<file path="config.mk">
export PLATFORM = sky130hd
export DESIGN_NAME = htw_fifo
export DESIGN_NICKNAME = d
export VERILOG_FILES = /design/src/rtl/htw_fifo.sv
export SDC_FILE = /design/constraint.sdc
export NUM_CORES = 1
export LEC_CHECK = 0
export ABC_AREA = 1
export ABC_CLOCK_PERIOD_IN_PS = 1820
export BUFFER_PORTS_ARGS = -buffer_cell sky130_fd_sc_hd__buf_2
export CORE_MARGIN = 5
export CORE_UTILIZATION = 52
export CTS_BUF_LIST = sky130_fd_sc_hd__clkbuf_8
export CTS_CLUSTER_DIAMETER = 60
export CTS_CLUSTER_SIZE = 8
export DETAILED_ROUTE_END_ITERATION = 16
export GPL_TIMING_DRIVEN = 0
export PLACE_DENSITY_LB_ADDON = 0.08
export SYNTH_ARGS = -nofsm -noshare
export SYNTH_HDL_FRONTEND = slang
export SYNTH_SLANG_ARGS = --single-unit
export TNS_END_PERCENT = 100
</file>
<file path="constraint.sdc">
create_clock -name clk -period 1.82 [get_ports clk]
set_clock_uncertainty 0.15 [all_clocks]
set_input_delay 0.091 -clock clk [delete_from_list [all_inputs] [get_ports clk]]
set_output_delay 0.091 -clock clk [all_outputs]
set_load 0.01 [all_outputs]
</file>
<file path="src/rtl/htw_fifo.sv">
module htw_fifo
  #(parameter int WIDTH = 8,
    parameter int DEPTH = 2)
  (
  input  logic             clk,
  input  logic             rst_n,
  input  logic             push,
  input  logic [WIDTH-1:0] din,
  output logic             full,
  input  logic             pop,
  output logic [WIDTH-1:0] dout,
  output logic             empty
);

  localparam int PW = (DEPTH > 1) ? $clog2(DEPTH) : 1;
  localparam int CW = $clog2(DEPTH + 1);

  logic [WIDTH-1:0] mem_r [DEPTH];
  logic [PW-1:0]    wr_ptr_r, wr_ptr_nxt;
  logic [PW-1:0]    rd_ptr_r, rd_ptr_nxt;
  logic [CW-1:0]    count_r, count_nxt;
  logic             do_push, do_pop;

  assign full    = (count_r == CW'(DEPTH));
  assign empty   = (count_r == '0);
  assign do_push = push & ~full;
  assign do_pop  = pop & ~empty;
  assign dout    = mem_r[rd_ptr_r];

  always_comb begin
    wr_ptr_nxt = wr_ptr_r;
    rd_ptr_nxt = rd_ptr_r;
    count_nxt  = count_r;
    if (do_push) begin
      wr_ptr_nxt = (wr_ptr_r == PW'(DEPTH - 1)) ? '0 : wr_ptr_r + 1'b1;
    end
    if (do_pop) begin
      rd_ptr_nxt = (rd_ptr_r == PW'(DEPTH - 1)) ? '0 : rd_ptr_r + 1'b1;
    end
    if (do_push && !do_pop) begin
      count_nxt = count_r + 1'b1;
    end else if (!do_push && do_pop) begin
      count_nxt = count_r - 1'b1;
    end
  end

  always_ff @(posedge clk) begin
    if (!rst_n) begin
      wr_ptr_r <= '0;
      rd_ptr_r <= '0;
      count_r  <= '0;
    end else begin
      wr_ptr_r <= wr_ptr_nxt;
      rd_ptr_r <= rd_ptr_nxt;
      count_r  <= count_nxt;
    end
  end

  always_ff @(posedge clk) begin
    if (do_push) begin
      mem_r[wr_ptr_r] <= din;
    end
  end

endmodule

</file>
# After elaboration in Yosys (flattened, before gate mapping)
# Memories as Yosys holds them, arrays and structs flattened. A register that Yosys moved wholly into a read port is not among the register bits.
# Cells that the tools add are included.
[totals] register_bits=4 in_bits=12 ram_bits=16 memories=1
[memory_table] name="mem_r" words=2 width=8 read_ports=1 rd_clocked_by_memory_dff=1 wr=1 line_no="18" rtl="logic [WIDTH-1:0] mem_r [DEPTH];"
[op_classes] eq_ne=1 bitwise=4 reduce_logical=6 add_sub_neg=4 n_mux=8
[ops] op="2-to-1 mux 1 bit" n=6
[ops] op="2-to-1 mux 2 bit" n=2
[ops] op="adder 1 bit, second input constant" n=2
[ops] op="adder 2 x 1 -> 2 bit, second input constant" n=1
[ops] op="AND 1 bit" n=2
[ops] op="equality test 2 bit, second input constant" n=1
[ops] op="logical AND 1 bit" n=2
[ops] op="zero test 1 bit" n=2
[ops] op="zero test 2 bit" n=1
[ops] op="inverter 1 bit" n=2
[ops] op="nonzero test 2 bit" n=1
[ops] op="subtractor 2 x 1 -> 2 bit, second input constant" n=1

# Depth between registers and ports, before layout
# Gate-level depths: netlist of run 1.
[logic_depth] ltp_word=7 depth_mapped=10 mapped_depth_nobuf=10

# Worst setup path after synthesis of run 1
# No wires, ideal clock.
[synth_timing] path_kind="reg2reg" from="register count_r[0]" to="register count_r[1]" stages_incl_launch_ff=10 slack_ns=0.348 setup_time_ns=0.064 path_buffers=0 synth_period_minus_slack_ns=1.472 arrival_time_ns=1.258 cell_sequence="dfxtp_1 > nor2_1 > nor2_2 > inv_1 > ha_1 > inv_1 > nand3_1 > nand2_1 > inv_1 > nor2_1"
[synth_via] elab_chain_cells=6 elab_cells_between_ends=15 cone_classes="add/sub: 2; eq/ne: 1; mux: 2; bitwise: 4; reduce/logical: 6"
[synth_lines] item="start: declaration" line_no="21" rtl="logic [CW-1:0] count_r, count_nxt;"
[synth_lines] item="start signal: assignment" line_no="55" rtl="count_r <= count_nxt;"
[synth_lines] item="zero test 2 bit (*)" line_no="25" rtl="assign empty = (count_r == '0);"
[synth_lines] item="net empty" line_no="12" rtl="output logic empty"
[synth_lines] item="inverter 1 bit (*)" line_no="27" rtl="assign do_pop = pop & ~empty;"
[synth_lines] item="AND 1 bit (*)" line_no="27"
[synth_lines] item="zero test 1 bit" line_no="40" rtl="if (do_push && !do_pop) begin"
[synth_lines] item="logical AND 1 bit" line_no="40"
[synth_lines] item="2-to-1 mux 2 bit / nonzero test 2 bit (equally long branches)"
# Mark *: on every way through the listed nets, which the timed path passes. The rest lies on a longest branch. The select of a mux whose other input is x is not followed.
# A chain may end at the register's enable or synchronous reset.

# Worst setup path after layout of run 1
[layout_timing] from="register count_r[0]" to="memory mem_r[0][4], enable pin"
[layout_via] elab_chain_cells=5
[layout_lines] item="equality test 2 bit" line_no="24" rtl="assign full = (count_r == CW'(DEPTH));"
[layout_lines] item="inverter 1 bit" line_no="26" rtl="assign do_push = push & ~full;"
[layout_lines] item="AND 1 bit" line_no="26"
[layout_lines] item="2-to-1 mux 1 bit" line_no="60" rtl="if (do_push) begin"
[layout_lines] item="2-to-1 mux 1 bit (implied by the code)" line_no="61" rtl="mem_r[wr_ptr_r] <= din;"
[layout_lines] item="end: declaration" line_no="18"
# No other way between the ends.

==> impl_metrics.csv, run 1 <==
group,metric,value,unit
outcome,status,"finished clean",
drt,wl_per_cell,12.2,um
timing,final-max-slew-violation-count,0,
timing,holdWs,0.0475,ns
timing,layout_worst_path_cycle_share,0.887,
synth,avgSynthCellArea,13.1,um2
grt,grt_pass1_wl,2.45,mm
timing,setup_tns,0,ns
synth,syn_area,823,um2
power_and_ir_drop,p_leak,0.461,nW
cts,clkSlewWorstSetupHoldPaths,0.07,ns
worst_setup_path,worstRegToRegCells,2,
grt,antenna_found_initial,0,
worst_setup_path,path_cells,"o21ai_2, nor2_1",
worst_setup_path,worst-setup-path-type,"flip-flop to flip-flop",
synth,synth-seq-cells,21,
place,globalplace.congestion,0.721,
drt,drc,0,
cts,numCtsBuffers,3,
synth,yosys.cell_types.count,15,
floorplan,coreArea,1510,um2
drt,drtAntennaViolNets,0,
synth,yosysTopAreaCellShare,0.584,
floorplan,fp.dieW,49.8,um
worst_setup_path,worstPathMaxFanout,8,
grt,gr-usage-all-layers,0.129,
cts,cts_buffer_depth,2,
synth,synth_xor_area_frac,0,
drt,drt_iter0_markers,3,
timing,worst_slew_pin_slew,0.706,ns
floorplan,pin_count,22,
synth,syn_nets,76,
finish,utilization,0.720,
floorplan,fp.dieH,49.8,um
synth,synth_fa_ha_area_frac,0.0152,
worst_setup_path,worst_setup_path_end_kind,"flip-flop",
timing,relSlewSlack,0.528,
hold_path,worstHoldPathType,"primary input to flip-flop",
finish,final_cell_mix,"buf_2 (22), edfxtp_1 (16), nor2_1 (10)",
synth,yosysTopAreaCell,"edfxtp_1",
drt,vias_per_cell,4.83,
worst_setup_path,rr_startpoint,"count_r[0]$_SDFFE_PN0P_",
floorplan,dieArea,2480,um2
synth,synthTopCellsByArea,"edfxtp_1 (58%), dfxtp_1 (12%), mux2_2 (11%)",
synth,synthMuxAreaShare,0.109,
hold_path,min_from,"push",
timing,final-hold-violation-count,0,
worst_setup_path,critPathRequiredTime,1.55,ns
synth,yosys.area_share.simple,0.0942,
timing,setup_viol,0,
cts,cts_tree,"done",
synth,synth.yosys.seq_area_share,0.705,
finish,layout-drive-gt1-share,0.381,
power_and_ir_drop,p_per_area,1260,nW/um2
hold_path,min_to,"wr_ptr_r$_SDFFE_PN0N_",
finish,finalNetCount,111,
synth,syn_inst,63,
grt,grt_overflow_total,0,
finish,final_common_cell,"buf_2",
floorplan,rows,14,
grt,grt_max_degree,13,
timing,min_period,1.61,ns
power_and_ir_drop,p_total,1.36,mW
drt,drt-total-wl,1.38,mm
flow_run,cap_violations,0,
finish,area_growth,31.8,%
worst_setup_path,slowest_delay,0.55,ns
cts,cts-root-buf,"clkbuf_8",
place,numPortBuffers,21,
place,hpwlAfterDp,970,um
grt,grt_pass1_vias,582,
drt,dr.pass1.iters,4,
floorplan,start_util,0.547,
finish,diodes,0,
worst_setup_path,rr_endpoint,"mem_r[0][4]$_DFFE_PP_",
worst_setup_path,cp_data_arrival_time,1.35,ns
place,placed_cells,100,
cts,cts_sinks,21,
worst_setup_path,rrSetupSlack,0.21,ns
drt,vias,546,
synth,yosysWarnings,0,
cts,htreeDepth,1,
timing,max_clock_freq,619,MHz
finish,instances_no_fill,113,
hold_path,whs_path_depth,4,
timing,grt_setup_unrepaired,"no",
worst_setup_path,crit_slowest_cell,"nor2_1",
synth,synth_top_family_by_area,"multiplexers",
cts,insertion_delay,0.25,ns
power_and_ir_drop,vdd_drop_max,0.000904,V
synth,synth_compound_area_frac,0.0289,
worst_setup_path,startpoint_type,"flip-flop",
-- synthesized netlist by cell type --
master    number
edfxtp_1      16
nor2_1        10
inv_1          8
mux2_2         8
nand2_1        6
dfxtp_1        5
o21ai_0        2
a21oi_1        1
buf_2          1
ha_1           1
inv_2          1
nand3_1        1
nand4_1        1
nor2_2         1
o21ai_2        1
-- layer usage --
| metal | vias up | global-route usage | part of all wire |
|---|---|---|---|
| li1 | 285 | - | - |
| met1 | 246 | 0.136 | 0.40 |
| met2 | 13 | 0.235 | 0.53 |
| met3 | 2 | 0.0361 | 0.056 |
| met4 | 0 | 0.0524 | 0.0065 |
| met5 | - | 0 | 0 |
-- where the power goes --
part	switching [mW]	leakage, nW	total (mW)	internal [mW]
clock network	0.135	0.0255	0.287	0.152
logic	0.239	0.245	0.425	0.186
registers	0.0387	0.191	0.652	0.613
total	0.412	0.461	1.36	0.951
-- worst max-delay path: cells and delay by family (launching register included) --
family / cells / cell delay [ns]
and+or+nand+nor: 1 / 0.55
DFF: 1 / 0.43
AOI/OAI and AO/OA: 1 / 0.11
-- how the worst max path moves through the flow --
stage          cells after the start               startpoint                       to
2_1_floorplan                      9  count_r[0]$_SDFFE_PN0P_  count_r[1]$_SDFFE_PN0P_
6_report                           2  count_r[0]$_SDFFE_PN0P_    mem_r[0][4]$_DFFE_PP_
3_3_place_gp                       2  count_r[0]$_SDFFE_PN0P_    mem_r[0][0]$_DFFE_PP_
5_1_grt                            9  count_r[0]$_SDFFE_PN0P_  count_r[1]$_SDFFE_PN0P_
4_1_cts                            2  count_r[0]$_SDFFE_PN0P_    mem_r[0][0]$_DFFE_PP_
3_5_place_dp                       2  count_r[0]$_SDFFE_PN0P_    mem_r[0][1]$_DFFE_PP_
-- stage by stage --
| stage | area (um2) | setup slack (ns) |
|---|---|---|
| final | 1080 | 0.206 |
| after CTS | 1080 | 0.171 |
| after global placement | 948 | 0.230 |
| after global routing | 1080 | 0.0986 |
| after floorplan | 823 | 0.348 |
| after detailed placement | 948 | 0.183 |
-- cell families after synthesis --
family                     count (synthesis)
AOI/OAI and AO/OA                          4
buffers and inverters                     10
DFF                                       21
adders and majority gates                  1
and+or+nand+nor                           19
muxes                                      8
-- sequential cells by signal, summed over array words and instances (netlist names), named ones only --
name      count
count_r       2
wr_ptr_r      1
rd_ptr_r      1
mem_r        16
-- layout make-up --
type / instances / area, um2
Tap cell: 16 / 20.0
Inverter: 9 / 33.8
Buffer: 1 / 5.00
Fill cell: 122 / 422
Clock inverter: 1 / 5.00
Clock buffer: 3 / 41.3
Multi-Input combinational cell: 32 / 204
Timing Repair Buffer: 30 / 195
Sequential cell: 21 / 581
-- timing repair --
item / CTS / global route
buffers inserted: 0 / 0
resized for setup: 0 / 0
endpoints found under the hold margin: 21 / 0
hold buffers: 9 / 0
Power figures use the tool's default switching activity.
==> inputs of run 2 (changes only) <==
--- a/config.mk
+++ b/config.mk
@@ -8,8 +8,10 @@
 export ABC_AREA = 1
 export ABC_CLOCK_PERIOD_IN_PS = 1820
 export BUFFER_PORTS_ARGS = -buffer_cell sky130_fd_sc_hd__buf_2
+export CELL_PAD_IN_SITES_DETAIL_PLACEMENT = 1
+export CELL_PAD_IN_SITES_GLOBAL_PLACEMENT = 1
 export CORE_MARGIN = 5
-export CORE_UTILIZATION = 52
+export CORE_UTILIZATION = 42
 export CTS_BUF_LIST = sky130_fd_sc_hd__clkbuf_8
 export CTS_CLUSTER_DIAMETER = 60
 export CTS_CLUSTER_SIZE = 8
==> impl_metrics.csv, run 2 (same netlist as run 1, synthesis figures left out) <==
group,metric,value,unit
cts,cts_buffer_depth,2,
cts,cts_tree,"done",
floorplan,dieArea,2950,um2
timing,worst_slew_pin_slew,0.666,ns
floorplan,fp.dieW,54.3,um
place,globalplace.congestion,0.664,
worst_setup_path,slowest_delay,0.43,ns
grt,antenna_found_initial,0,
timing,layout_worst_path_cycle_share,0.868,
cts,cts_setup_buffers,0,
drt,vias,556,
cts,cts_resized,0,
power_and_ir_drop,p_total,1.39,mW
floorplan,rows,16,
cts,clkSlewWorstSetupHoldPaths,0.08,ns
hold_path,worstHoldPathType,"primary input to flip-flop",
timing,grt_setup_unrepaired,"no",
cts,cts_sinks,21,
cts,numCtsBuffers,3,
power_and_ir_drop,vdd_drop_max,0.000669,V
finish,final_common_cell,"buf_2",
drt,drt-total-wl,1.58,mm
worst_setup_path,worstRegToRegCells,9,
finish,final_cell_mix,"buf_2 (22), edfxtp_1 (16), nor2_1 (10)",
drt,drt_iter0_markers,3,
cts,htreeDepth,1,
worst_setup_path,path_cells,"nor2_1, nor2_2, inv_1, ha_1, inv_1, nand3_1, nand2_1, inv_1, nor2_1",
timing,setup_tns,0,ns
floorplan,coreArea,1920,um2
drt,drtAntennaViolNets,0,
worst_setup_path,startpoint_type,"flip-flop",
flow_run,cap_violations,0,
grt,grt_pass1_vias,577,
finish,layout-drive-gt1-share,0.381,
power_and_ir_drop,p_per_area,1260,nW/um2
grt,grt_max_degree,14,
grt,gr-usage-all-layers,0.123,
place,hpwlAfterDp,1.20,mm
finish,largest_register_ffs,16,
cts,insertion_delay,0.25,ns
cts,cts-root-buf,"clkbuf_8",
worst_setup_path,critPathRequiredTime,1.87,ns
timing,final-max-slew-violation-count,0,
timing,max_clock_freq,633,MHz
place,numPortBuffers,21,
timing,relSlewSlack,0.554,
worst_setup_path,crit_slowest_cell,"dfxtp_1",
timing,timing.final.ws_setup,0.240,ns
worst_setup_path,worst-path-stages,9,
worst_setup_path,crit_buf_inv,3,
drt,vias_per_cell,4.48,
timing,setup_viol,0,
worst_setup_path,worstPathMaxFanout,5,
drt,dr.pass1.iters,2,
finish,regMostFlops,"mem_r",
finish,top_regs,"mem_r (16), count_r (2)",
drt,wl_per_cell,12.8,um
grt,grt_overflow_total,0,
timing,min_period,1.58,ns
floorplan,fp.dieH,54.3,um
timing,final-hold-violation-count,0,
floorplan,pin_count,22,
worst_setup_path,worst-setup-path-type,"flip-flop to flip-flop",
hold_path,whs_path_depth,4,
power_and_ir_drop,p_leak,0.457,nW
worst_setup_path,worst_setup_path_end_kind,"flip-flop",
outcome,status,"finished clean",
grt,grt_pass1_wl,2.42,mm
finish,area_growth,33.7,%
worst_setup_path,path_common_cell,"inv_1",
worst_setup_path,crit_family,"simple AND/OR/NAND/NOR gates",
finish,diodes,0,
floorplan,start_util,0.428,
finish,utilization,0.573,
drt,drc,0,
finish,finalNetCount,111,
place,pre_cts_ws,0.197,ns
worst_setup_path,cp_data_arrival_time,1.63,ns
run 2: routing by layer:
metal  track usage  vias to the layer above  part of all wire
met4        0.0747                        0                 0
met1         0.126                      264              0.39
met2         0.225                       11              0.57
met5             0                        -                 0
li1              -                      281                 -
met3        0.0245                        0             0.042
run 2: final timing paths:
check	startpoint	to	slack [ns]
worst max-delay path	count_r[0]$_SDFFE_PN0P_	count_r[1]$_SDFFE_PN0P_	0.24
worst min-delay path	push	wr_ptr_r$_SDFFE_PN0N_	0.06
worst max register to register	count_r[0]$_SDFFE_PN0P_	count_r[1]$_SDFFE_PN0P_	0.24
worst min register to register	rd_ptr_r$_SDFFE_PN0P_	rd_ptr_r$_SDFFE_PN0P_	0.37
run 2: power breakdown:
part / switching, mW / total, mW / internal [mW]
Combinational: 0.246 / 0.433 / 0.187
Clock: 0.147 / 0.302 / 0.154
Sequential: 0.0415 / 0.654 / 0.613
Total: 0.435 / 1.39 / 0.954
run 2: through the flow:
step	instances	hold slack (ns)	cell area (um2)
2_1_floorplan	63	0.0399	823
3_3_place_gp	111	0.129	962
3_5_place_dp	111	0.135	962
4_1_cts	124	0.0671	1100
5_1_grt	124	0.128	1100
6_report	124	0.0644	1100
run 2: layout make-up:
| class | count | area (um2) |
|---|---|---|
| Sequential cell | 21 | 581 |
| Clock inverter | 1 | 7.51 |
| Tap cell | 27 | 33.8 |
| Fill cell | 222 | 821 |
| Timing Repair Buffer | 30 | 195 |
| Clock buffer | 3 | 41.3 |
| Multi-Input combinational cell | 32 | 204 |
| Inverter | 9 | 33.8 |
| Buffer | 1 | 5.00 |
run 2: repair_timing:
| action | CTS | global route |
|---|---|---|
| endpoints found under the setup margin | 0 | 0 |
| hold buffers | 9 | 0 |
| hold endpoints to repair | 21 | 0 |
run 2: worst min-delay path: cells and delay by family:
kind	cells	cell delay [ns]
AOI/OAI and AO/OA	2	0.17
buffers and inverters	1	0.10
and+or+nand+nor	1	0.08
