===== src/rtl/htw_pkg.sv =====
package htw_pkg;

  localparam int IDX_W     = 9;
  localparam int SYM_W     = 8;
  localparam int BYTE_BITS = 8;
  localparam int CNT_W     = 4;
  localparam int WORK_Q_DEPTH = 2;
  localparam int RES_Q_DEPTH  = 2;

  localparam logic ACT_NODE = 1'b0;
  localparam logic ACT_DATA = 1'b1;

  typedef enum logic {
    ITEM_NODE,
    ITEM_DATA
  } item_kind_t;

  typedef struct packed {
    item_kind_t             kind;
    logic [IDX_W-1:0]       node_index;
    logic                   leaf;
    logic [SYM_W-1:0]       sym;
    logic [IDX_W-1:0]       left;
    logic [IDX_W-1:0]       right;
    logic [BYTE_BITS-1:0]   data;
    logic [CNT_W-1:0]       nbits;
  } work_item_t;

  typedef struct packed {
    logic [SYM_W-1:0] sym;
    logic             last;
  } result_t;

  typedef enum logic [2:0] {
    ST_IDLE,
    ST_WALK,
    ST_CUR_RD,
    ST_CHILD_RD,
    ST_FLUSH
  } back_state_t;

endpackage


===== src/rtl/htw_fifo.sv =====
module htw_fifo
  #(parameter int WIDTH = 8,
    parameter int DEPTH = 2)
  (
  input  logic             clk,
  input  logic             rst_n,
  input  logic             push,
  input  logic [WIDTH-1:0] din,
  output logic             full,
  input  logic             pop,
  output logic [WIDTH-1:0] dout,
  output logic             empty
);

  localparam int PW = (DEPTH > 1) ? $clog2(DEPTH) : 1;
  localparam int CW = $clog2(DEPTH + 1);

  logic [WIDTH-1:0] mem_r [DEPTH];
  logic [PW-1:0]    wr_ptr_r, wr_ptr_nxt;
  logic [PW-1:0]    rd_ptr_r, rd_ptr_nxt;
  logic [CW-1:0]    count_r, count_nxt;
  logic             do_push, do_pop;

  assign full    = (count_r == CW'(DEPTH));
  assign empty   = (count_r == '0);
  assign do_push = push & ~full;
  assign do_pop  = pop & ~empty;
  assign dout    = mem_r[rd_ptr_r];

  always_comb begin
    wr_ptr_nxt = wr_ptr_r;
    rd_ptr_nxt = rd_ptr_r;
    count_nxt  = count_r;
    if (do_push) begin
      wr_ptr_nxt = (wr_ptr_r == PW'(DEPTH - 1)) ? '0 : wr_ptr_r + 1'b1;
    end
    if (do_pop) begin
      rd_ptr_nxt = (rd_ptr_r == PW'(DEPTH - 1)) ? '0 : rd_ptr_r + 1'b1;
    end
    if (do_push && !do_pop) begin
      count_nxt = count_r + 1'b1;
    end else if (!do_push && do_pop) begin
      count_nxt = count_r - 1'b1;
    end
  end

  always_ff @(posedge clk) begin
    if (!rst_n) begin
      wr_ptr_r <= '0;
      rd_ptr_r <= '0;
      count_r  <= '0;
    end else begin
      wr_ptr_r <= wr_ptr_nxt;
      rd_ptr_r <= rd_ptr_nxt;
      count_r  <= count_nxt;
    end
  end

  always_ff @(posedge clk) begin
    if (do_push) begin
      mem_r[wr_ptr_r] <= din;
    end
  end

endmodule


===== src/rtl/htw_front.sv =====
module htw_front
  import htw_pkg::*;
  #(parameter int NODE_COUNT = 512)
  (
  input  logic                 clk,
  input  logic                 rst_n,
  input  logic                 push,
  output logic                 full,
  input  logic                 in_action,
  input  logic [IDX_W-1:0]     in_node_index,
  input  logic                 in_node_is_leaf,
  input  logic [SYM_W-1:0]     in_node_symbol,
  input  logic [IDX_W-1:0]     in_left_child,
  input  logic [IDX_W-1:0]     in_right_child,
  input  logic [BYTE_BITS-1:0] in_data_byte,
  input  logic [CNT_W-1:0]     in_valid_bits,
  input  logic                 item_pop,
  output work_item_t           item,
  output logic                 item_empty
);

  work_item_t item_in;
  logic       keep;
  logic [$bits(work_item_t)-1:0] q_dout;

  // Clamp the bit count and drop items that leave no trace in the back end
  always_comb begin
    item_in.kind       = (in_action == ACT_DATA) ? ITEM_DATA : ITEM_NODE;
    item_in.node_index = in_node_index;
    item_in.leaf       = in_node_is_leaf;
    item_in.sym        = in_node_symbol;
    item_in.left       = in_left_child;
    item_in.right      = in_right_child;
    item_in.data       = in_data_byte;
    item_in.nbits      = (in_valid_bits > CNT_W'(BYTE_BITS)) ? CNT_W'(BYTE_BITS)
                                                             : in_valid_bits;
    if (in_action == ACT_DATA) begin
      keep = (in_valid_bits != '0);
    end else begin
      keep = (32'(in_node_index) < NODE_COUNT);
    end
  end

  htw_fifo #(
    .WIDTH ($bits(work_item_t)),
    .DEPTH (WORK_Q_DEPTH)
  ) u_work_q (
    .clk   (clk),
    .rst_n (rst_n),
    .push  (push & keep),
    .din   (item_in),
    .full  (full),
    .pop   (item_pop),
    .dout  (q_dout),
    .empty (item_empty)
  );

  assign item = work_item_t'(q_dout);

endmodule


===== config.mk =====
export PLATFORM = sky130hd
export DESIGN_NAME = htw_front
export DESIGN_NICKNAME = d
export VERILOG_FILES = /design/src/rtl/htw_pkg.sv /design/src/rtl/htw_fifo.sv /design/src/rtl/htw_front.sv
export SDC_FILE = /design/constraint.sdc
export NUM_CORES = 1
export LEC_CHECK = 0
export ABC_AREA = 1
export BUFFER_PORTS_ARGS = -buffer_cell sky130_fd_sc_hd__buf_2
export CORE_MARGIN = 2
export CORE_UTILIZATION = 50
export DETAILED_ROUTE_END_ITERATION = 12
export PLACE_DENSITY = 0.77
export SKIP_LAST_GASP = 1
export SLEW_MARGIN = 5
export SYNTH_ARGS = -nofsm -noshare
export SYNTH_HDL_FRONTEND = slang
export SYNTH_SLANG_ARGS = --single-unit

===== constraint.sdc =====
create_clock -name clk -period 6.6 [get_ports clk]
set_clock_uncertainty 0.15 [all_clocks]
set_input_delay 0.99 -clock clk [delete_from_list [all_inputs] [get_ports clk]]
set_output_delay 0.99 -clock clk [all_outputs]
set_load 0.005 [all_outputs]

Word-level counts from Yosys, hierarchy flattened

Memory sizes are Yosys's and may differ from the RTL's. A register that Yosys moved wholly into a read port is not among the register bits.
Index checks and enable logic that the tools add are counted.

Eq/ne operators: 1
Multipliers: 0
Shift operators: 0
Multiplexer cells: 11
Div/mod/pow operators: 0
Magnitude comparators: 1
Bitwise operators: 5
Add/subtract/negate cells: 4
Reduce and logical (&&, ||, !) cells: 7

Operators with widths:

| kind                                                               | count |
|---|---|
| 1-bit two-way mux                                                  | 8 |
| 4-bit > comparator, second input constant                          | 1 |
| 2-bit two-way mux                                                  | 2 |
| 4-bit two-way mux                                                  | 1 |
| 4-bit nonzero test                                                 | 1 |
| 1-bit AND                                                          | 3 |
| 1-bit adder, second input constant                                 | 2 |
| 2-bit by 1-bit adder with 2-bit output, second input constant      | 1 |
| 2-bit == test, second input constant                               | 1 |
| 1-bit logical AND                                                  | 2 |
| 1-bit logical NOT                                                  | 2 |
| 2-bit logical NOT                                                  | 1 |
| 1-bit inverter                                                     | 2 |
| 2-bit nonzero test                                                 | 1 |
| 2-bit by 1-bit subtractor with 2-bit output, second input constant | 1 |

Register bits: 4
Output and inout bits: 51
Memory bits (writable): 98
Bits in latches: 0
Input bits: 53
Memory bits (read-only): 0
Memories kept: 1

Memories:

| memory         | words | width | read ports | clocked after Yosys merged registers in | write ports | RTL line       | RTL |
|---|---|---|---|---|---|---|---|
| u_work_q.mem_r | 2     | 49    | 1          | 1                                       | 1           | htw_fifo.sv:18 | `logic [WIDTH-1:0] mem_r [DEPTH];` |

Depth between registers and ports, before layout

Gate-level depths: netlist of the first run.

Word-level depth: 8
Mapped depth: 11
Mapped depth without buffers: 11

By module

A second synthesis of the first run with hierarchy kept.

Cells, all modules: 201
Area total of the unflattened synthesis: 3878.7 um2

Modules (own cells, without submodules):

| module    | cells each | times used | area an instance (um2) |
|---|---|---|---|
| htw_fifo  | 190        | 1          | 3822.4 |
| htw_front | 11         | 1          | 56.3 |

Worst setup path before layout of the first run

Ideal clock, no wire load.

Path type: in2reg
Start point: input port push
End point: memory u_work_q.mem_r[0][0] in the netlist's numbering (enable)
Data arrival time: 3342 ps
Buffers on the path: 0
Setup slack: 2652 ps
Stages on the path: 4
Cells stage by stage: inv_1 -> a21oi_1 -> nand2_1 -> nor2_1

Longest elaborated chain between the ends: 4

RTL lines:

| item                                    | RTL line        | RTL |
|---|---|---|
| start: declaration                      | htw_front.sv:7  | `input logic push,` |
| 1-bit AND                               | htw_front.sv:50 | `.push (push & keep),` |
| 1-bit AND                               | htw_fifo.sv:26  | `assign do_push = push & ~full;` |
| 1-bit two-way mux                       | htw_fifo.sv:60  | `if (do_push) begin` |
| 1-bit two-way mux (implied by the code) | htw_fifo.sv:61  | `mem_r[wr_ptr_r] <= din;` |
| end: declaration                        | htw_fifo.sv:18  |  |

No other way between the ends.

==> impl_metrics.json, run 1 <==
{
  "first_pass_iters": 4,
  "max-vdd-ir-drop_v": 0.0002345,
  "cts_tree": "built",
  "drc": 0,
  "synth_area_leaders": "edfxtp_1 76%, mux2_2 11%, mux2_4 3.9%",
  "hold_buffers": 0,
  "wire_per_inst_um": 14.58,
  "pre_cts_slack_ns": 3.578,
  "dpl.hpwl_um": 3935,
  "synth_seq_area_share_pct": 78.88,
  "endpoint_kind": "output pin",
  "ctsLongestPathBuffers": 2,
  "rsz0062_at_grt": "no",
  "final_cell_mix": "103 x buf_2, 98 x edfxtp_1, 39 x mux2_2, 10 x nor2_1, 10 x mux2_4",
  "max-cap-violations": 0,
  "antenna_found_initial": 0,
  "status": "complete, no violations",
  "worstSetupPathType": "register to output pin",
  "die_area_um2": 8434,
  "yosys_warnings": 0,
  "ys_types": 16,
  "post-route-period-util_pct": 48.20,
  "syn_inst": 197,
  "gp_congestion": 0.6906,
  "slew_headroom_pct": 29.20,
  "cts-root-buf": "clkbuf_8",
  "post-route-min-period_ns": 3.181,
  "critical_path_required_ns": 5.46,
  "hold_class": "register to register",
  "clk_pin_slew_ns": 0.09,
  "finalSetupTns_ns": 0,
  "grt_overflow": 0,
  "antenna_left": 0,
  "port-buffer-count": 103,
  "viasPerCell": 4.879,
  "syn_avg_cell_area_um2": 19.58,
  "core_um2": 7607,
  "min_from": "u_work_q.rd_ptr_r",
  "routed_wl_um": 6023,
  "antenna_cells": 0,
  "area_growth_pct": 21.99,
  "die-width_um": 91.84,
  "vias": 2015,
  "syn-num-nets": 251,
  "synth.top_cell.area_share_pct": 76.29,
  "maxSlewViolCount": 0,
  "hold_violations": 0,
  "drive_gt1_share_pct": 55.31,
  "cp.arrival_ns": 2.04,
  "grtUsageTotal_pct": 14.62,
  "fmax_mhz": 314.3,
  "placed_cells": 398,
  "numCtsBuffers": 9,
  "reg2reg_from": "u_work_q.count_r[0]",
  "path_max_fanout": 27,
  "p_per_area_nw_per_um2": 354.6,
  "rows": 32,
  "htreeDepth": 3,
  "mostFrequentLayoutCell": "buf_2",
  "synth_top_area_cell": "edfxtp_1",
  "synth-seq-cells": 103,
  "die_height_um": 91.84,
  "power.leakage_nw": 1.810,
  "tightestPinTransition_ns": 1.061,
  "fin_ws_ns": 3.419,
  "layout.nets": 361,
  "cp-start-kind": "register",
  "cts_resized": 0,
  "num_io_pins": 104,
  "clkSinkCount": 103,
  "final_cells": 413,
  "setup_violations": 0,
  "clk_latency_ns": 0.35,
  "grt_pass1_vias": 1997,
  "grt_pass1_wl_um": 9266,
  "initial_utilization_pct": 50.71,
  "drt_iter0_drc": 73,
  "syn_area_um2": 3857,
  "cts_setup_buffers": 0,
  "grt_max_degree": 50
}
==> state kept, by name, indices dropped and copies added (netlist names), named ones only <==
name / cells
u_work_q.count_r: 2
u_work_q.mem_r: 98
u_work_q.rd_ptr_r: 1
u_work_q.wr_ptr_r: 1
==> cell usage after synthesis <==
library cell	n
nor2_1	11
ha_1	1
o21ai_0	2
mux2_2	39
dfxtp_1	5
a21oi_1	6
o21ai_2	1
edfxtp_1	98
inv_1	10
buf_4	3
nand2_1	6
nand3_1	2
buf_6	1
mux2_4	10
buf_8	1
clkbuf_1	1
==> worst max-delay path: stages (launching register included) <==
cell and delay [ns]:
dfxtp_2 0.68, buf_4 0.48, mux2_2 0.40, buf_2 0.13
==> cell families (layout without fill, tap and decap cells) <==
kind of cell	after synthesis	after routing	share of synthesized area, %
flip-flops	103	103	78.88
multiplexers	49	49	15.28
AND/OR/NAND/NOR	19	19	1.914
buffers and inverters	16	130	2.335
AO/OA/AOI/OAI	9	9	1.265
adder cells (fa/ha/maj)	1	1	0.3243
==> per-layer routing <==
layer	wire length, um	GRT usage, %	vias to the layer above
li1	-	-	963
met1	2633	18.09	975
met2	2938	24.14	66
met3	319	2.958	11
met4	131	8.209	0
met5	0	0	-
==> stage by stage <==
step | cell area, um^2 | util [%] | hold WS [ns] | power, W
after floorplan | 3857 | - | 0.2974 | 0.001101
after global placement | 4472 | 58.78 | 0.2999 | 0.001230
after detailed placement | 4472 | 58.78 | 0.3238 | 0.001243
after CTS | 4706 | 61.86 | 0.3424 | 0.001688
after global routing | 4706 | 61.86 | 0.3827 | 0.001746
final | 4706 | 61.86 | 0.3362 | 0.001669
==> worst paths after layout <==
kind / cells past startpoint / end / slack [ns]
setup reg to reg: 5 / u_work_q.mem_r[0][2] / 4.18
hold reg to reg: 2 / register / 0.34
hold / removal: 2 / register / 0.34
setup / recovery: 3 / item[2] / 3.42
==> power breakdown <==
group | internal (W) | switching (W)
sequential | 0.000825 | 0.0000395
combinational | 0.000184 | 0.000169
clock | 0.000251 | 0.000199
==> final cells by class <==
class                      count  area, um^2
multi-input combinational     78       732.0
inverter                      10       37.54
fill                         580        2902
clock buffer                  10       127.6
tap                          102       127.6
clock inverter                 5       106.4
sequential                   103        3044
timing repair buffer         105       530.5
Note: power is estimated with default switching activity, not from simulation.
==> run 2, diff against run 1 <==
Clock period 6.6 ns to 3.2 ns, I/O delays scaled along.
==> impl_metrics.json, run 2 (synthesis results as in run 1) <==
{
  "status": "complete, no violations",
  "setup_violations": 0,
  "grt_pass1_vias": 2089,
  "rows": 32,
  "endpoint_kind": "output pin",
  "clkSinkCount": 103,
  "dpl.hpwl_um": 4444,
  "wire_per_inst_um": 15.44,
  "area_growth_pct": 22.25,
  "num_io_pins": 104,
  "fmax_mhz": 414.2,
  "initial_utilization_pct": 50.71,
  "power.leakage_nw": 1.816,
  "drc": 0,
  "die_height_um": 91.84,
  "worstSetupPathType": "register to output pin",
  "tightestPinTransition_ns": 0.4922,
  "cts_tree": "built",
  "antenna_cells": 0,
  "ctsLongestPathBuffers": 2,
  "cts_resized": 0,
  "p_per_area_nw_per_um2": 710.2,
  "routed_wl_um": 6423,
  "final_cell_mix": "103 x buf_2, 98 x edfxtp_1, 39 x mux2_2, 10 x nor2_1, 10 x mux2_4",
  "gp_congestion": 0.6784,
  "grtUsageTotal_pct": 15.66,
  "clk_pin_slew_ns": 0.10,
  "drive_gt1_share_pct": 56.05,
  "htreeDepth": 3,
  "port-buffer-count": 103,
  "rsz0062_at_grt": "no",
  "slew_headroom_pct": 67.19,
  "first_pass_iters": 4,
  "largest_register_ffs": 98,
  "hold_violations": 0,
  "drt_iter0_drc": 65,
  "core_um2": 7607,
  "grt_pass1_wl_um": 10030,
  "max-cap-violations": 0,
  "antenna_left": 0,
  "placed_cells": 400,
  "finalSetupTns_ns": 0,
  "grt_overflow": 0,
  "numCtsBuffers": 9,
  "vias": 2055,
  "mostFrequentLayoutCell": "buf_2",
  "cp.arrival_ns": 1.78,
  "post-route-period-util_pct": 75.45,
  "antenna_found_initial": 0,
  "cts-root-buf": "clkbuf_8",
  "critical_path_required_ns": 2.57,
  "largest-register": "u_work_q.mem_r",
  "maxSlewViolCount": 0,
  "die_area_um2": 8434,
  "layout_top_registers": "u_work_q.mem_r (98), u_work_q.count_r (2)",
  "path_max_fanout": 30,
  "viasPerCell": 4.940,
  "cp-start-kind": "register",
  "hold_class": "primary input to register",
  "layout.nets": 363,
  "max-vdd-ir-drop_v": 0.0004079,
  "fin_hold_ws_ns": 0.1603,
  "die-width_um": 91.84,
  "grt_max_degree": 38,
  "post-route-min-period_ns": 2.414,
  "cts_setup_buffers": 0,
  "clk_latency_ns": 0.34,
  "final_cells": 416,
  "hold_buffers": 0
}
## run 2: cell count changes in the layout (fill, tap and decap cells not counted), sizes merged
cell	before	now
inv	11	12
clkinv	0	3
bufinv	3	1
buf	105	107
clkbuf	10	9
## run 2: final cells by class
| class | count | area (um^2) |
|---|---|---|
| Clock inverter | 7 | 80.08 |
| Inverter | 10 | 37.54 |
| Tap cell | 102 | 127.6 |
| Fill cell | 590 | 2892 |
| Sequential cell | 103 | 3044 |
| Multi-Input combinational cell | 78 | 732.0 |
| Clock buffer | 9 | 123.9 |
| Timing Repair Buffer | 107 | 570.5 |
## run 2: layer usage
layer / track usage, % / share of wire (%) / vias up
met3: 3.615 / 5.5 / 5
met1: 18.59 / 40 / 1015
li1: - / - / 964
met2: 27.94 / 54 / 71
met5: 0 / 0 / -
met4: 5.597 / 0.73 / 0
## run 2: worst paths after layout
kind                  startpoint                    end  slack (ns)  cells past startpoint
max                     register               item[40]        0.79                      3
max reg2reg  u_work_q.count_r[0]  u_work_q.mem_r[0][23]        1.04                      5
min             in_left_child[7]  u_work_q.mem_r[1][28]        0.16                      1
min reg2reg    u_work_q.rd_ptr_r               register        0.34                      2
## run 2: per-stage QoR
stage	total power [W]	util [%]	instance area (um^2)	worst slack, ns
2_1_floorplan	0.002268	-	3860	0.5746
3_3_place_gp	0.002558	59.31	4512	1.021
3_5_place_dp	0.002593	59.31	4512	0.9394
4_1_cts	0.003397	61.99	4716	0.7340
5_1_grt	0.003530	61.99	4716	0.6573
6_report	0.003349	61.99	4716	0.7858
## run 2: power by group
| part | internal, W | total, W | leakage, nW | switching [W] |
|---|---|---|---|---|
| logic | 0.000401 | 0.000764 | 0.758 | 0.000363 |
| clock network | 0.000371 | 0.000807 | 0.102 | 0.000435 |
| registers | 0.00170 | 0.00178 | 0.956 | 0.0000801 |
| total | 0.00247 | 0.00335 | 1.82 | 0.000879 |
## run 2: worst max-delay path, cell delays in order, from the launching register on
cell,delay [ns]
dfxtp_2,0.65
buf_12,0.28
mux2_2,0.37
buf_2,0.13
==> run 3, diff against run 2 <==
Clock period 3.2 ns to 2.5 ns, I/O delays scaled along.
==> impl_metrics.json, run 3 (synthesis results as in run 1) <==
{
  "pwr-share-clk_pct": 24.9,
  "power.switching_w": 0.001078,
  "htreeDepth": 3,
  "grt_pass1_wl_um": 9570,
  "fillers": 580,
  "port-buffer-count": 103,
  "combPwrFrac_pct": 23.2,
  "rows": 32,
  "clkSinkCount": 103,
  "status": "complete, no violations",
  "setup_violations": 0,
  "max-vdd-ir-drop_v": 0.0005768,
  "grt_pass1_vias": 2068,
  "hold_violations": 0,
  "die-width_um": 91.84,
  "slew_headroom_pct": 71.03,
  "cts_resized": 0,
  "dpl.hpwl_um": 4306,
  "vias": 2048,
  "sw_frac_of_total_pct": 24.94,
  "hold_buffers": 0,
  "post-route-min-period_ns": 2.069,
  "r2r_cells": 5,
  "num_io_pins": 104,
  "grtUsageTotal_pct": 15.07,
  "reg2reg_from": "u_work_q.count_r[0]",
  "drc": 0,
  "drt_iter0_drc": 93,
  "pre_cts_slack_ns": 0.6005,
  "fmax_mhz": 483.3,
  "initial_utilization_pct": 50.71,
  "r2r-end": "u_work_q.mem_r[1][35]",
  "hold_class": "primary input to register",
  "largest_register_ffs": 98,
  "min_from": "in_data_byte[5]",
  "seq_area_um2": 3044,
  "cp-start-kind": "register",
  "cts_setup_buffers": 0,
  "cts_tree": "built",
  "ctsLongestPathBuffers": 2,
  "cp.arrival_ns": 1.54,
  "fin_ws_ns": 0.4311,
  "whs_path_depth": 1,
  "antenna_cells": 0,
  "area_growth_pct": 22.51,
  "p_per_area_nw_per_um2": 914.8,
  "critical_path_required_ns": 1.98,
  "antenna_found_initial": 0,
  "rsz0062_at_grt": "no",
  "largest-register": "u_work_q.mem_r",
  "max-cap-violations": 0,
  "routed_wl_um": 6237,
  "drive_gt1_share_pct": 55.87,
  "layout_top_registers": "u_work_q.mem_r (98), u_work_q.count_r (2)",
  "core_um2": 7607,
  "wire_per_inst_um": 14.96,
  "reg2reg_slack_ns": 0.59,
  "die_height_um": 91.84,
  "layout.nets": 365,
  "power.leakage_nw": 1.820,
  "maxSlewViolCount": 0,
  "endpoint_kind": "output pin",
  "worstSetupPathType": "register to output pin",
  "antenna_left": 0,
  "cts-root-buf": "clkbuf_8",
  "final_cell_mix": "103 x buf_2, 98 x edfxtp_1, 39 x mux2_2, 10 x nor2_1, 10 x mux2_4",
  "post-route-period-util_pct": 82.76,
  "grt_max_degree": 33,
  "grt_overflow": 0,
  "clk_pin_slew_ns": 0.09,
  "tightestPinTransition_ns": 0.4345,
  "path_max_fanout": 27,
  "gp_congestion": 0.6925,
  "first_pass_iters": 4,
  "power.internal_w": 0.003245,
  "multi_input_area_um2": 732.0,
  "hold_path_end": "u_work_q.mem_r[1][9]",
  "pwr-share-seq_pct": 51.9,
  "viasPerCell": 4.911,
  "numCtsBuffers": 9,
  "die_area_um2": 8434,
  "finalSetupTns_ns": 0,
  "mostFrequentLayoutCell": "buf_2",
  "clk_latency_ns": 0.34,
  "fin_hold_ws_ns": 0.06196
}
run 3: layout make-up:
type	count	share of cell area [%]
flip-flops and latches	103	64.42
inverters	10	0.7943
clock buffers	10	2.701
multi-input cells	78	15.49
well taps	102	2.701
repair buffers	109	12.13
clock inverters	5	1.774
run 3: through the flow:
stage	instances	total power, W	area (um^2)	util, %
global placement	402	0.003270	4514	59.34
global route	417	0.004539	4726	62.12
finish	417	0.004323	4726	62.12
floorplan	197	0.002903	3865	-
CTS	417	0.004379	4726	62.12
detailed placement	402	0.003310	4514	59.34
run 3: how the worst max path moves through the flow:
stage / from / end / slack, ns / cells after the start
2_1_floorplan: u_work_q.count_r[0] / u_work_q.mem_r[1][0] / 0.21 / 4
3_3_place_gp: push / u_work_q.mem_r[0][45] / 0.68 / 6
3_5_place_dp: u_work_q.count_r[0] / u_work_q.mem_r[1][24] / 0.60 / 5
4_1_cts: register / item[31] / 0.39 / 3
5_1_grt: register / item[43] / 0.34 / 3
6_report: register / item[31] / 0.43 / 3
run 3: critical path, stage by stage (launching register included):
cell	delay, ns
dfxtp_2	0.33
buf_4	0.35
mux2_2	0.39
buf_2	0.13
run 3: power by group through the flow:
stage | Combinational (W) | Clock (W) | Sequential (W)
floorplan | 0.000634 | 0 | 0.00227
global placement | 0.00100 | 0 | 0.00227
detailed placement | 0.00102 | 0 | 0.00229
CTS | 0.00103 | 0.00110 | 0.00225
global route | 0.00111 | 0.00117 | 0.00226
finish | 0.00100 | 0.00108 | 0.00224
run 3: layer usage:
metal	vias to the layer above	part of all wire (%)	global-route usage (%)	wire length, um
li1	971	-	-	-
met1	988	40	17.29	2517
met2	80	51	26.29	3157
met3	9	7.2	4.519	447
met4	0	1.8	6.343	114
met5	-	0	0	0
